### config.mk
export PLATFORM = sky130hd
export DESIGN_NAME = sine_commutation_generator_core
export DESIGN_NICKNAME = d
export VERILOG_FILES = /design/src/rtl/scg_pkg.sv /design/src/rtl/scg_fold.sv /design/src/rtl/sine_commutation_generator_core.sv
export SDC_FILE = /design/constraint.sdc
export NUM_CORES = 1
export LEC_CHECK = 0
export ABC_AREA = 1
export BUFFER_PORTS_ARGS = -buffer_cell sky130_fd_sc_hd__buf_4
export CAP_MARGIN = 5
export CORE_ASPECT_RATIO = 1.2
export CORE_MARGIN = 2
export CORE_UTILIZATION = 62
export DETAILED_ROUTE_END_ITERATION = 10
export PLACE_DENSITY = 0.87
export SYNTH_ARGS = -nofsm -noshare
export SYNTH_HDL_FRONTEND = slang
export SYNTH_SLANG_ARGS = --single-unit
export TNS_END_PERCENT = 30
### constraint.sdc
create_clock -name clk -period 7.81 [get_ports clk]
set_input_delay 1.9525 -clock clk [delete_from_list [all_inputs] [get_ports clk]]
set_output_delay 1.9525 -clock clk [all_outputs]
set_load 0.02 [all_outputs]
### src/rtl/scg_pkg.sv
// Shared types, constants and the quarter-wave sine table for the commutation generator.
// No dependencies; imported by scg_fold, the generator core, its checker and testbench.
`default_nettype none

package scg_pkg;

  localparam int unsigned AMPLITUDE    = 200;
  localparam int unsigned MAX_STEP     = 6;
  localparam int unsigned FULL_TURN    = 360;
  localparam int unsigned HALF_TURN    = 180;
  localparam int unsigned QUARTER_TURN = 90;
  localparam int unsigned SHIFT_B      = 240;
  localparam int unsigned SHIFT_C      = 120;

  localparam int unsigned ANGLE_W = 9;
  localparam int unsigned DUTY_W  = 8;
  localparam int unsigned STEP_W  = $clog2(MAX_STEP + 1);
  localparam int unsigned ADDR_W  = $clog2(QUARTER_TURN + 1);

  typedef struct packed {
    logic             forward;
    logic [7:0]       step_size;
  } scg_in_t;

  typedef struct packed {
    logic [ANGLE_W-1:0] angle_deg;
    logic [DUTY_W-1:0]  high_a;
    logic [DUTY_W-1:0]  low_a;
    logic [DUTY_W-1:0]  high_b;
    logic [DUTY_W-1:0]  low_b;
    logic [DUTY_W-1:0]  high_c;
    logic [DUTY_W-1:0]  low_c;
  } scg_out_t;

  typedef struct packed {
    logic [ADDR_W-1:0] addr;
    logic              neg;
  } scg_fold_t;

  // trunc(200 * sin(d deg)) for d = 0..90
  function automatic logic [DUTY_W-1:0] quarter_sine(input logic [ADDR_W-1:0] d);
    logic [DUTY_W-1:0] v;
    case (d)
      7'd0:  v = 8'd0;    7'd1:  v = 8'd3;    7'd2:  v = 8'd6;    7'd3:  v = 8'd10;
      7'd4:  v = 8'd13;   7'd5:  v = 8'd17;   7'd6:  v = 8'd20;   7'd7:  v = 8'd24;
      7'd8:  v = 8'd27;   7'd9:  v = 8'd31;   7'd10: v = 8'd34;   7'd11: v = 8'd38;
      7'd12: v = 8'd41;   7'd13: v = 8'd44;   7'd14: v = 8'd48;   7'd15: v = 8'd51;
      7'd16: v = 8'd55;   7'd17: v = 8'd58;   7'd18: v = 8'd61;   7'd19: v = 8'd65;
      7'd20: v = 8'd68;   7'd21: v = 8'd71;   7'd22: v = 8'd74;   7'd23: v = 8'd78;
      7'd24: v = 8'd81;   7'd25: v = 8'd84;   7'd26: v = 8'd87;   7'd27: v = 8'd90;
      7'd28: v = 8'd93;   7'd29: v = 8'd96;   7'd30: v = 8'd100;  7'd31: v = 8'd103;
      7'd32: v = 8'd105;  7'd33: v = 8'd108;  7'd34: v = 8'd111;  7'd35: v = 8'd114;
      7'd36: v = 8'd117;  7'd37: v = 8'd120;  7'd38: v = 8'd123;  7'd39: v = 8'd125;
      7'd40: v = 8'd128;  7'd41: v = 8'd131;  7'd42: v = 8'd133;  7'd43: v = 8'd136;
      7'd44: v = 8'd138;  7'd45: v = 8'd141;  7'd46: v = 8'd143;  7'd47: v = 8'd146;
      7'd48: v = 8'd148;  7'd49: v = 8'd150;  7'd50: v = 8'd153;  7'd51: v = 8'd155;
      7'd52: v = 8'd157;  7'd53: v = 8'd159;  7'd54: v = 8'd161;  7'd55: v = 8'd163;
      7'd56: v = 8'd165;  7'd57: v = 8'd167;  7'd58: v = 8'd169;  7'd59: v = 8'd171;
      7'd60: v = 8'd173;  7'd61: v = 8'd174;  7'd62: v = 8'd176;  7'd63: v = 8'd178;
      7'd64: v = 8'd179;  7'd65: v = 8'd181;  7'd66: v = 8'd182;  7'd67: v = 8'd184;
      7'd68: v = 8'd185;  7'd69: v = 8'd186;  7'd70: v = 8'd187;  7'd71: v = 8'd189;
      7'd72: v = 8'd190;  7'd73: v = 8'd191;  7'd74: v = 8'd192;  7'd75: v = 8'd193;
      7'd76: v = 8'd194;  7'd77: v = 8'd194;  7'd78: v = 8'd195;  7'd79: v = 8'd196;
      7'd80: v = 8'd196;  7'd81: v = 8'd197;  7'd82: v = 8'd198;  7'd83: v = 8'd198;
      7'd84: v = 8'd198;  7'd85: v = 8'd199;  7'd86: v = 8'd199;  7'd87: v = 8'd199;
      7'd88: v = 8'd199;  7'd89: v = 8'd199;  7'd90: v = 8'd200;
      default: v = 8'd0;
    endcase
    return v;
  endfunction

endpackage

`default_nettype wire

### src/rtl/scg_fold.sv
// Folds a phase angle (0..359 degrees) onto the quarter-wave table: address and sign.
// Depends on scg_pkg.
`default_nettype none

module scg_fold (
  input  wire logic [scg_pkg::ANGLE_W-1:0] phase_deg,
  output scg_pkg::scg_fold_t               fold
);
  import scg_pkg::*;

  logic [ANGLE_W-1:0] idx;

  always_comb begin
    if (phase_deg <= ANGLE_W'(QUARTER_TURN)) begin
      idx      = phase_deg;
      fold.neg = 1'b0;
    end else if (phase_deg <= ANGLE_W'(HALF_TURN)) begin
      idx      = ANGLE_W'(HALF_TURN) - phase_deg;
      fold.neg = 1'b0;
    end else if (phase_deg <= ANGLE_W'(HALF_TURN + QUARTER_TURN)) begin
      idx      = phase_deg - ANGLE_W'(HALF_TURN);
      fold.neg = 1'b1;
    end else begin
      idx      = ANGLE_W'(FULL_TURN) - phase_deg;
      fold.neg = 1'b1;
    end
    fold.addr = idx[ADDR_W-1:0];
  end

endmodule

`default_nettype wire

### src/rtl/sine_commutation_generator_core.sv
// Top level of the three-phase sinusoidal commutation generator.
// Depends on scg_pkg and scg_fold.
//
// Usage:
//   Input channel in_valid/in_stall/in_data carries one commutation tick request:
//   a direction bit and a step in degrees (clamped to 6). Each request moves the
//   kept electrical angle and yields one result on out_valid/out_stall/out_data:
//   the new angle (0..360) and high/low duties of three phases at 0, -120 and
//   -240 degrees, each trunc(200*sin) split by sign.
//   Pipeline: an accepted request passes through the stage-1, stage-2 and output
//   registers in turn before its result is shown on out_valid/out_data.
//   Throughput: one request per cycle while the output is not stalled;
//   the angle update loops on angle_r alone; table lookups are pipelined behind it.
//   Stall: while out_valid is high and out_stall is high the whole pipeline
//   holds and in_stall is raised; nothing is dropped.
//   Reset: rst_n low clears the angle to 0 and empties the pipeline.
`default_nettype none

module sine_commutation_generator_core (
  input  wire logic             clk,
  input  wire logic             rst_n,
  input  wire logic             in_valid,
  output logic                  in_stall,
  input  wire scg_pkg::scg_in_t in_data,
  output logic                  out_valid,
  input  wire logic             out_stall,
  output scg_pkg::scg_out_t     out_data
);
  import scg_pkg::*;

  logic               adv;
  logic               in_acc;
  logic [STEP_W-1:0]  step_sat;
  logic [ANGLE_W-1:0] angle_r;
  logic [ANGLE_W-1:0] angle_nxt;

  logic               s1_valid_r;
  logic [ANGLE_W-1:0] s1_angle_r;
  logic [ANGLE_W-1:0] base_deg;
  logic [ANGLE_W-1:0] phase_b;
  logic [ANGLE_W-1:0] phase_c;
  scg_fold_t          fold_a;
  scg_fold_t          fold_b;
  scg_fold_t          fold_c;

  logic               s2_valid_r;
  logic [ANGLE_W-1:0] s2_angle_r;
  scg_fold_t          s2_fold_a_r;
  scg_fold_t          s2_fold_b_r;
  scg_fold_t          s2_fold_c_r;

  logic [DUTY_W-1:0]  mag_a;
  logic [DUTY_W-1:0]  mag_b;
  logic [DUTY_W-1:0]  mag_c;
  scg_out_t           out_nxt;
  scg_out_t           out_data_r;
  logic               out_valid_r;

  assign adv      = !(out_valid_r && out_stall);
  assign in_stall = !adv;
  assign in_acc   = in_valid && adv;

  assign step_sat = (in_data.step_size > 8'(MAX_STEP)) ? STEP_W'(MAX_STEP)
                                                       : in_data.step_size[STEP_W-1:0];

  always_comb begin
    if (in_data.forward) begin
      angle_nxt = (angle_r < ANGLE_W'(FULL_TURN) - ANGLE_W'(step_sat))
                ? angle_r + ANGLE_W'(step_sat) : '0;
    end else begin
      angle_nxt = (angle_r > ANGLE_W'(step_sat))
                ? angle_r - ANGLE_W'(step_sat) : ANGLE_W'(FULL_TURN) - ANGLE_W'(step_sat);
    end
  end

  always_ff @(posedge clk) begin
    if (!rst_n) begin
      angle_r <= '0;
    end else if (in_acc) begin
      angle_r <= angle_nxt;
    end
  end

  // Stage 1 to 2: phase angles and quadrant fold
  assign base_deg = (s1_angle_r == ANGLE_W'(FULL_TURN)) ? '0 : s1_angle_r;
  assign phase_b  = (base_deg >= ANGLE_W'(SHIFT_C)) ? base_deg - ANGLE_W'(SHIFT_C)
                                                    : base_deg + ANGLE_W'(SHIFT_B);
  assign phase_c  = (base_deg >= ANGLE_W'(SHIFT_B)) ? base_deg - ANGLE_W'(SHIFT_B)
                                                    : base_deg + ANGLE_W'(SHIFT_C);

  scg_fold u_fold_a (.phase_deg(base_deg), .fold(fold_a));
  scg_fold u_fold_b (.phase_deg(phase_b),  .fold(fold_b));
  scg_fold u_fold_c (.phase_deg(phase_c),  .fold(fold_c));

  // Stage 2 to output: table read and sign split
  assign mag_a = quarter_sine(s2_fold_a_r.addr);
  assign mag_b = quarter_sine(s2_fold_b_r.addr);
  assign mag_c = quarter_sine(s2_fold_c_r.addr);

  always_comb begin
    out_nxt.angle_deg = s2_angle_r;
    out_nxt.high_a    = s2_fold_a_r.neg ? '0 : mag_a;
    out_nxt.low_a     = s2_fold_a_r.neg ? mag_a : '0;
    out_nxt.high_b    = s2_fold_b_r.neg ? '0 : mag_b;
    out_nxt.low_b     = s2_fold_b_r.neg ? mag_b : '0;
    out_nxt.high_c    = s2_fold_c_r.neg ? '0 : mag_c;
    out_nxt.low_c     = s2_fold_c_r.neg ? mag_c : '0;
  end

  always_ff @(posedge clk) begin
    if (!rst_n) begin
      s1_valid_r  <= 1'b0;
      s2_valid_r  <= 1'b0;
      out_valid_r <= 1'b0;
    end else if (adv) begin
      s1_valid_r  <= in_valid;
      s2_valid_r  <= s1_valid_r;
      out_valid_r <= s2_valid_r;
    end
  end

  always_ff @(posedge clk) begin
    if (adv) begin
      s1_angle_r  <= angle_nxt;
      s2_angle_r  <= s1_angle_r;
      s2_fold_a_r <= fold_a;
      s2_fold_b_r <= fold_b;
      s2_fold_c_r <= fold_c;
      out_data_r  <= out_nxt;
    end
  end

  assign out_valid = out_valid_r;
  assign out_data  = out_data_r;

  a_angle_range: assert property (@(posedge clk) disable iff (!rst_n)
    angle_r <= ANGLE_W'(FULL_TURN))
    else $error("angle register out of range");

  a_hold_on_stall: assert property (@(posedge clk) disable iff (!rst_n)
    (out_valid_r && out_stall) |=> $stable(angle_r) && $stable(s1_valid_r))
    else $error("pipeline advanced while output stalled");

  a_one_side: assert property (@(posedge clk) disable iff (!rst_n)
    out_valid_r |-> ((out_data_r.high_a == '0 || out_data_r.low_a == '0) &&
                     (out_data_r.high_b == '0 || out_data_r.low_b == '0) &&
                     (out_data_r.high_c == '0 || out_data_r.low_c == '0)))
    else $error("both sides of a phase driven");

  a_angle_tracks: assert property (@(posedge clk) disable iff (!rst_n)
    in_acc |=> s1_valid_r && (s1_angle_r == angle_r))
    else $error("stage one angle differs from kept angle");

endmodule

`default_nettype wire

==> summary.md, run 1 <==
| Metric | Value |
|---|---|
| Outcome | complete, no violations |
| Die ar. | 0.0179 mm² |
| Port Buffers | 71 |
| Worst-path clk slew | 0.06 ns |
| Postcts setup bufs | 0 |
| Warnings, synthesis | 0 |
| Slowest stage cell, crit path | edfxtp_1 |
| CP Capture Type | flip-flop |
| Hold Fails Final Rpt | 0 |
| WHS | 0.415 ns |
| Post-Syn Nets | 1510 |
| Syn Std Cell Area | 0.0105 mm² |
| Fin nets | 1564 |
| Share of Yosys cell area claimed by the top area cell type | 27.8% |
| Worst-Margin Slew | 0.929 ns |
| Cell Area, Placed | 0.0110 mm² |
| DRT Wirelength | 25.4 mm |
| Worst hold-check path type | flip-flop to flip-flop |
| Synth Register Bits | 133 |
| Hold-fix buffers at CTS | 0 |
| Max Clk Rate | 0.185 GHz |
| Ant diodes | 0 |
| Initial core utilization | 62.6% |
| Grt peak-use layer | met2 |
| Gpl congestion | 1.00 |
| Slowest stage delay, CP | 0.68 ns |
| GRT Overall Usage | 29.3% |
| FF-to-FF path depth | 37 |
| GR Layer Usage met1 | 34.8% |
| Data arrival time of the worst path | 5.78 ns |
| Initial antenna violation count | 0 |
| Routed len/inst | 14.8 µm |
| DRT antenna net count | 0 |
| Chip width | 123 µm |
| Layout cells sized above 1 | 15.6% |
| Crit path max fanout | 16 |
| Inserted Clock Buffers | 17 |
| End of the critical path | mag_b[3] |
| Worst R2R End | mag_b[3] |
| Max-cap violations | 0 |
| CP most frequent cell | nand2_1 |
| Grt total ovfl | 0 |
| CTS sink count | 133 |
| First-pass GRT wire length | 42.6 mm |
| Via density | 5.64 |
| DRC | 0 |
| Skew final | 0.00803 ns |
| Commonest non-fill, non-tap cell in the layout | nand2_1 |
| Most frequent cells in the layout | 411 x nand2_1, 187 x inv_1, 156 x nand3_1, 97 x edfxtp_1, 76 x nor2_1 |
| Number of synthesized flops with an enable pin | 97 |
| Std-Cell Rows | 52 |
| Ys flop type | edfxtp_1 |
| Initial DRT Pass Iterations | 6 |
| Fin area | 0.0117 mm² |
| Worst reg-to-reg setup slack | 2.40 ns |
| Gate Count Post-Synth | 1431 |
| Largest area contributor in the netlist | edfxtp_1 |
| I/O pin count | 72 |
| Die Y | 146 µm |
| RSZ-0062 raised after global routing | false |
| Fin crit share | 69.2% |
| Clk_lat worst skew | 0.43 ns |
| Largest net degree at the start of global routing | 55 |
| Routed via count | 9674 |
| CTS tree | yes |
| CP Launch Type | flip-flop |
| Count of cell types in the netlist | 59 |
| Core Area | 0.0167 mm² |
| Cells resized by post-CTS repair | 0 |
| Largest cells by area after synthesis | edfxtp_1 28%, nand2_1 15%, ha_1 7.7%, nand3_1 7.5%, dfxtp_1 6.9% |
| First DRT Iteration DRCs | 748 |
| Met3 usage | 4.22% |
| Setup violations, final | 0 |
| Mean Syn Cell Area | 7.31 µm² |
| Root Driver | clkbuf_16 |
| WP data required | 8.18 ns |
| HPWL after DPL | 18.2 mm |
| Fin crit period | 5.41 ns |
| CTS Buffer Depth | 2 |
| Final slew viol count | 0 |
| Setup TNS | 0 ns |
| Syn-to-layout area delta | 11.4% |
| Vias in the first global route | 9213 |
| Slew HR | 37.4% |
| H-tree levels | 4 |
| RR Startpoint | s1_angle_r[2] |
| Crit Path Class | flip-flop to flip-flop |
| GRT met2 Usage | 50.7% |
| Async SR Flop Fraction | 0% |
| Worst setup path start | s1_angle_r[2] |
| Post-synthesis sequential area ratio | 34.7% |
kinds of logic (layout without fill, tap and decap cells):
kind of cell	count (synthesis)	in the layout	share of synthesized area, %
fa+ha+maj	66	66	8.03
compound gates	197	197	11.1
xor+xnor	24	24	2.01
simple gates	759	759	34.0
buf+inv	252	319	10.2
flops	133	133	34.7
registers in the layout, summed over array words and instances (netlist names):
signal and flops:
s2_angle_r 9, out_valid 1, s1_valid_r 1, mag_b 8
s2_fold_b_r 7, s2_valid_r 1, s1_angle_r 9, s2_fold_a_r 8
angle_r 9, mag_c 8, mag_a 8, out_data 57
s2_fold_c_r 7
cells in the mapped netlist (13+ instances only):
| cell | instances |
|---|---|
| a21oi_1 | 65 |
| buf_2 | 13 |
| clkbuf_1 | 13 |
| dfxtp_1 | 36 |
| edfxtp_1 | 97 |
| ha_1 | 64 |
| inv_1 | 187 |
| inv_2 | 20 |
| nand2_1 | 412 |
| nand2_2 | 34 |
| nand2_4 | 16 |
| nand3_1 | 156 |
| nor2_1 | 76 |
| o21ai_0 | 64 |
| o21ai_1 | 18 |
| xor2_1 | 22 |
cell type report:
cell class / instances / area [µm²]
clock inverters: 13 / 181
inverters: 212 / 803
repair buffers: 75 / 563
fillers: 1422 / 5060
clock buffers: 19 / 433
multi-input cells: 1046 / 5780
flip-flops and latches: 133 / 3630
well taps: 216 / 270
per-layer routing:
| layer | up-vias | wire length, µm |
|---|---|---|
| met1 | 4341 | 9910 |
| met2 | 457 | 12700 |
| met5 | - | 0 |
| li1 | 4767 | - |
| met3 | 109 | 1640 |
| met4 | 0 | 1240 |
worst min-delay path by stage:
| stage | start | end | slack, ns | depth (start not counted) |
|---|---|---|---|---|
| global route | s2_angle_r[3] | out_data[51] | 0.42 | 0 |
| CTS | s2_angle_r[3] | out_data[51] | 0.42 | 0 |
| global placement | s2_angle_r[5] | out_data[53] | 0.40 | 0 |
| floorplan | s2_angle_r[0] | out_data[48] | 0.40 | 0 |
| detailed placement | s2_angle_r[5] | out_data[53] | 0.41 | 0 |
| finish | s2_angle_r[3] | out_data[51] | 0.41 | 0 |
metrics by stage:
step / worst slack [ns] / utilization, % / instances
2_1_floorplan: 0.788 / - / 1431
3_3_place_gp: 2.65 / 66.1 / 1682
3_5_place_dp: 2.52 / 66.1 / 1682
4_1_cts: 2.50 / 69.7 / 1714
5_1_grt: 1.93 / 69.7 / 1714
6_report: 2.40 / 69.7 / 1714
worst max-delay path: cells and delay by family (launching register included):
kind                       cells  cell delay [ns]
and+or+nand+nor               27             2.92
adders and majority gates      3             0.80
AOI/OAI and AO/OA              1             0.05
DFF                            1             0.68
buffers and inverters          6             0.88
Power of run 1 is not shown: default switching activity piles up to over one toggle a cycle in this logic, so the estimate is an artifact.
==> run 2: changes to the inputs <==
==> constraint.sdc (replaced) <==
create_clock -name clk -period 5.3 [get_ports clk]
set_input_delay 1.325 -clock clk [delete_from_list [all_inputs] [get_ports clk]]
set_output_delay 1.325 -clock clk [all_outputs]
set_load 0.02 [all_outputs]
==> summary.md, run 2 (synthesis gave the netlist of run 1 again) <==
| Metric | Value |
|---|---|
| Outcome | complete, no violations |
| Initial DRT Pass Iterations | 7 (+1) |
| First DRT Iteration DRCs | 926 (+24%) |
| Ant diodes | 0 (unchanged) |
| Inserted Clock Buffers | 17 (unchanged) |
| Die ar. | 0.0179 mm² (unchanged) |
| Gpl congestion | 0.970 (-3.3%) |
| Routed len/inst | 14.6 µm (-1.7%) |
| Worst hold-check path type | flip-flop to flip-flop |
| DRT antenna net count | 0 (unchanged) |
| CP most frequent cell | nand2_1 |
| CTS tree | yes |
| I/O pin count | 72 (unchanged) |
| Most frequent cells in the layout | 411 x nand2_1, 187 x inv_1, 156 x nand3_1, 97 x edfxtp_1, 86 x buf_4 |
| Std-Cell Rows | 52 (unchanged) |
| Via density | 5.67 (+0.53%) |
| Crit Path Class | flip-flop to flip-flop |
| Commonest non-fill, non-tap cell in the layout | nand2_1 |
| DRC | 0 (unchanged) |
| Slowest stage cell, crit path | edfxtp_1 |
| Worst setup path start | s1_angle_r[1] |
| Layout cells sized above 1 | 16.2% (+0.62 points) |
| Hold Fails Final Rpt | 0 (unchanged) |
| DRT Wirelength | 25.2 mm (-1.0%) |
| Max Clk Rate | 0.205 GHz (+11%) |
| Fin nets | 1575 (+0.70%) |
| Fin crit period | 4.87 ns (-0.539 ns) |
| Hold-fix buffers at CTS | 0 (unchanged) |
| Largest net degree at the start of global routing | 60 (+9.1%) |
| CTS sink count | 133 (unchanged) |
| GRT Overall Usage | 28.8% (-0.56 points) |
| H-tree levels | 4 (unchanged) |
| Setup TNS | 0 ns (unchanged) |
| Syn-to-layout area delta | 12.0% |
| CP Launch Type | flip-flop |
| FF-to-FF path depth | 34 (-8.1%) |
| HPWL after DPL | 18.2 mm (+0.16%) |
| Worst-Margin Slew | 0.730 ns (-0.198 ns) |
| Worst-path clk slew | 0.06 ns (about the same) |
| RSZ-0062 raised after global routing | false |
| Number of flip-flops in the largest register | 57 (unchanged) |
| WHS | 0.421 ns (+0.00601 ns) |
| Chip width | 123 µm (unchanged) |
| CTS Buffer Depth | 2 (unchanged) |
| Worst R2R End | mag_b[3] |
| Vias in the first global route | 9093 (-1.3%) |
| Grt total ovfl | 0 (unchanged) |
| Worst reg-to-reg setup slack | 0.43 ns (-1.97 ns) |
| Data arrival time of the worst path | 5.20 ns (-0.58 ns) |
| Root Driver | clkbuf_16 |
| Setup violations, final | 0 (unchanged) |
| First-pass GRT wire length | 41.8 mm (-1.7%) |
| Die Y | 146 µm (unchanged) |
| Core Area | 0.0167 mm² (unchanged) |
| RR Startpoint | s1_angle_r[1] |
| Initial core utilization | 62.6% (unchanged) |
| CP Capture Type | flip-flop |
| Slowest stage delay, CP | 0.47 ns (-0.21 ns) |
| Fin crit share | 91.8% (+23 points) |
| Clk_lat worst skew | 0.43 ns (about the same) |
| Routed via count | 9788 (+1.2%) |
| WP data required | 5.63 ns (-2.55 ns) |
| Skew final | 0.0130 ns (+0.00493 ns) |
| Final slew viol count | 0 (unchanged) |
| Crit path max fanout | 15 (-1) |
| End of the critical path | mag_b[3] |
| Max-cap violations | 0 (unchanged) |
| Initial antenna violation count | 0 (unchanged) |
| Port Buffers | 71 (unchanged) |
| Slew HR | 51.0% (+14 points) |
run 2: final cells by class:
type                            instances  area, µm²
Multi-Input combinational cell       1046       5790
Fill cell                            1437       5000
Sequential cell                       133       3630
Inverter                              212        803
Timing Repair Buffer                   86        646
Clock buffer                           24        483
Tap cell                              216        270
Clock inverter                          8       97.6
run 2: how the worst min path moves through the flow:
stage                              from      endpoint  slack [ns]  depth (start not counted)
after floorplan           s2_angle_r[0]  out_data[48]        0.40                          0
after global placement    s2_angle_r[5]  out_data[53]        0.40                          0
after detailed placement  s2_angle_r[5]  out_data[53]        0.41                          0
after CTS                 s2_angle_r[5]  out_data[53]        0.42                          0
after global routing      s2_angle_r[5]  out_data[53]        0.42                          0
final                     s2_angle_r[5]  out_data[53]        0.42                          0
run 2: critical path, delay by kind of cell (launching register included):
family | cells | cell delay [ns]
AND/OR/NAND/NOR | 20 | 2.28
buffers and inverters | 8 | 0.87
AO/OA/AOI/OAI | 2 | 0.14
adder cells (fa/ha/maj) | 4 | 1.01
flip-flops | 1 | 0.47
run 2: repair_timing:
action                     CTS  global route
hold endpoints to repair     0             0
setup endpoints to repair    0             8
gates resized for setup      0             2
buffers inserted             0             0
run 2: metal layers:
metal	track usage (%)	vias to the layer above	wire length, µm	share of wire [%]
li1	-	4790	-	-
met1	35.1	4447	10000	40
met2	48.5	449	12500	50
met3	4.73	102	1580	6.3
met4	14.6	0	1060	4.2
met5	0	-	0	0
run 2: per-stage QoR:
| step | instance area, µm² | util, % | cells | worst slack, ns |
|---|---|---|---|---|
| 6_report | 11700 | 70.1 | 1725 | 0.433 |
| 5_1_grt | 11700 | 70.1 | 1725 | 0.0101 |
| 4_1_cts | 11700 | 70.0 | 1725 | 0.318 |
| 3_5_place_dp | 11100 | 66.6 | 1693 | 0.345 |
| 3_3_place_gp | 11100 | 66.6 | 1693 | 0.546 |
| 2_1_floorplan | 10500 | - | 1431 | 0.440 |
Power of run 2 is left out for the same reason.
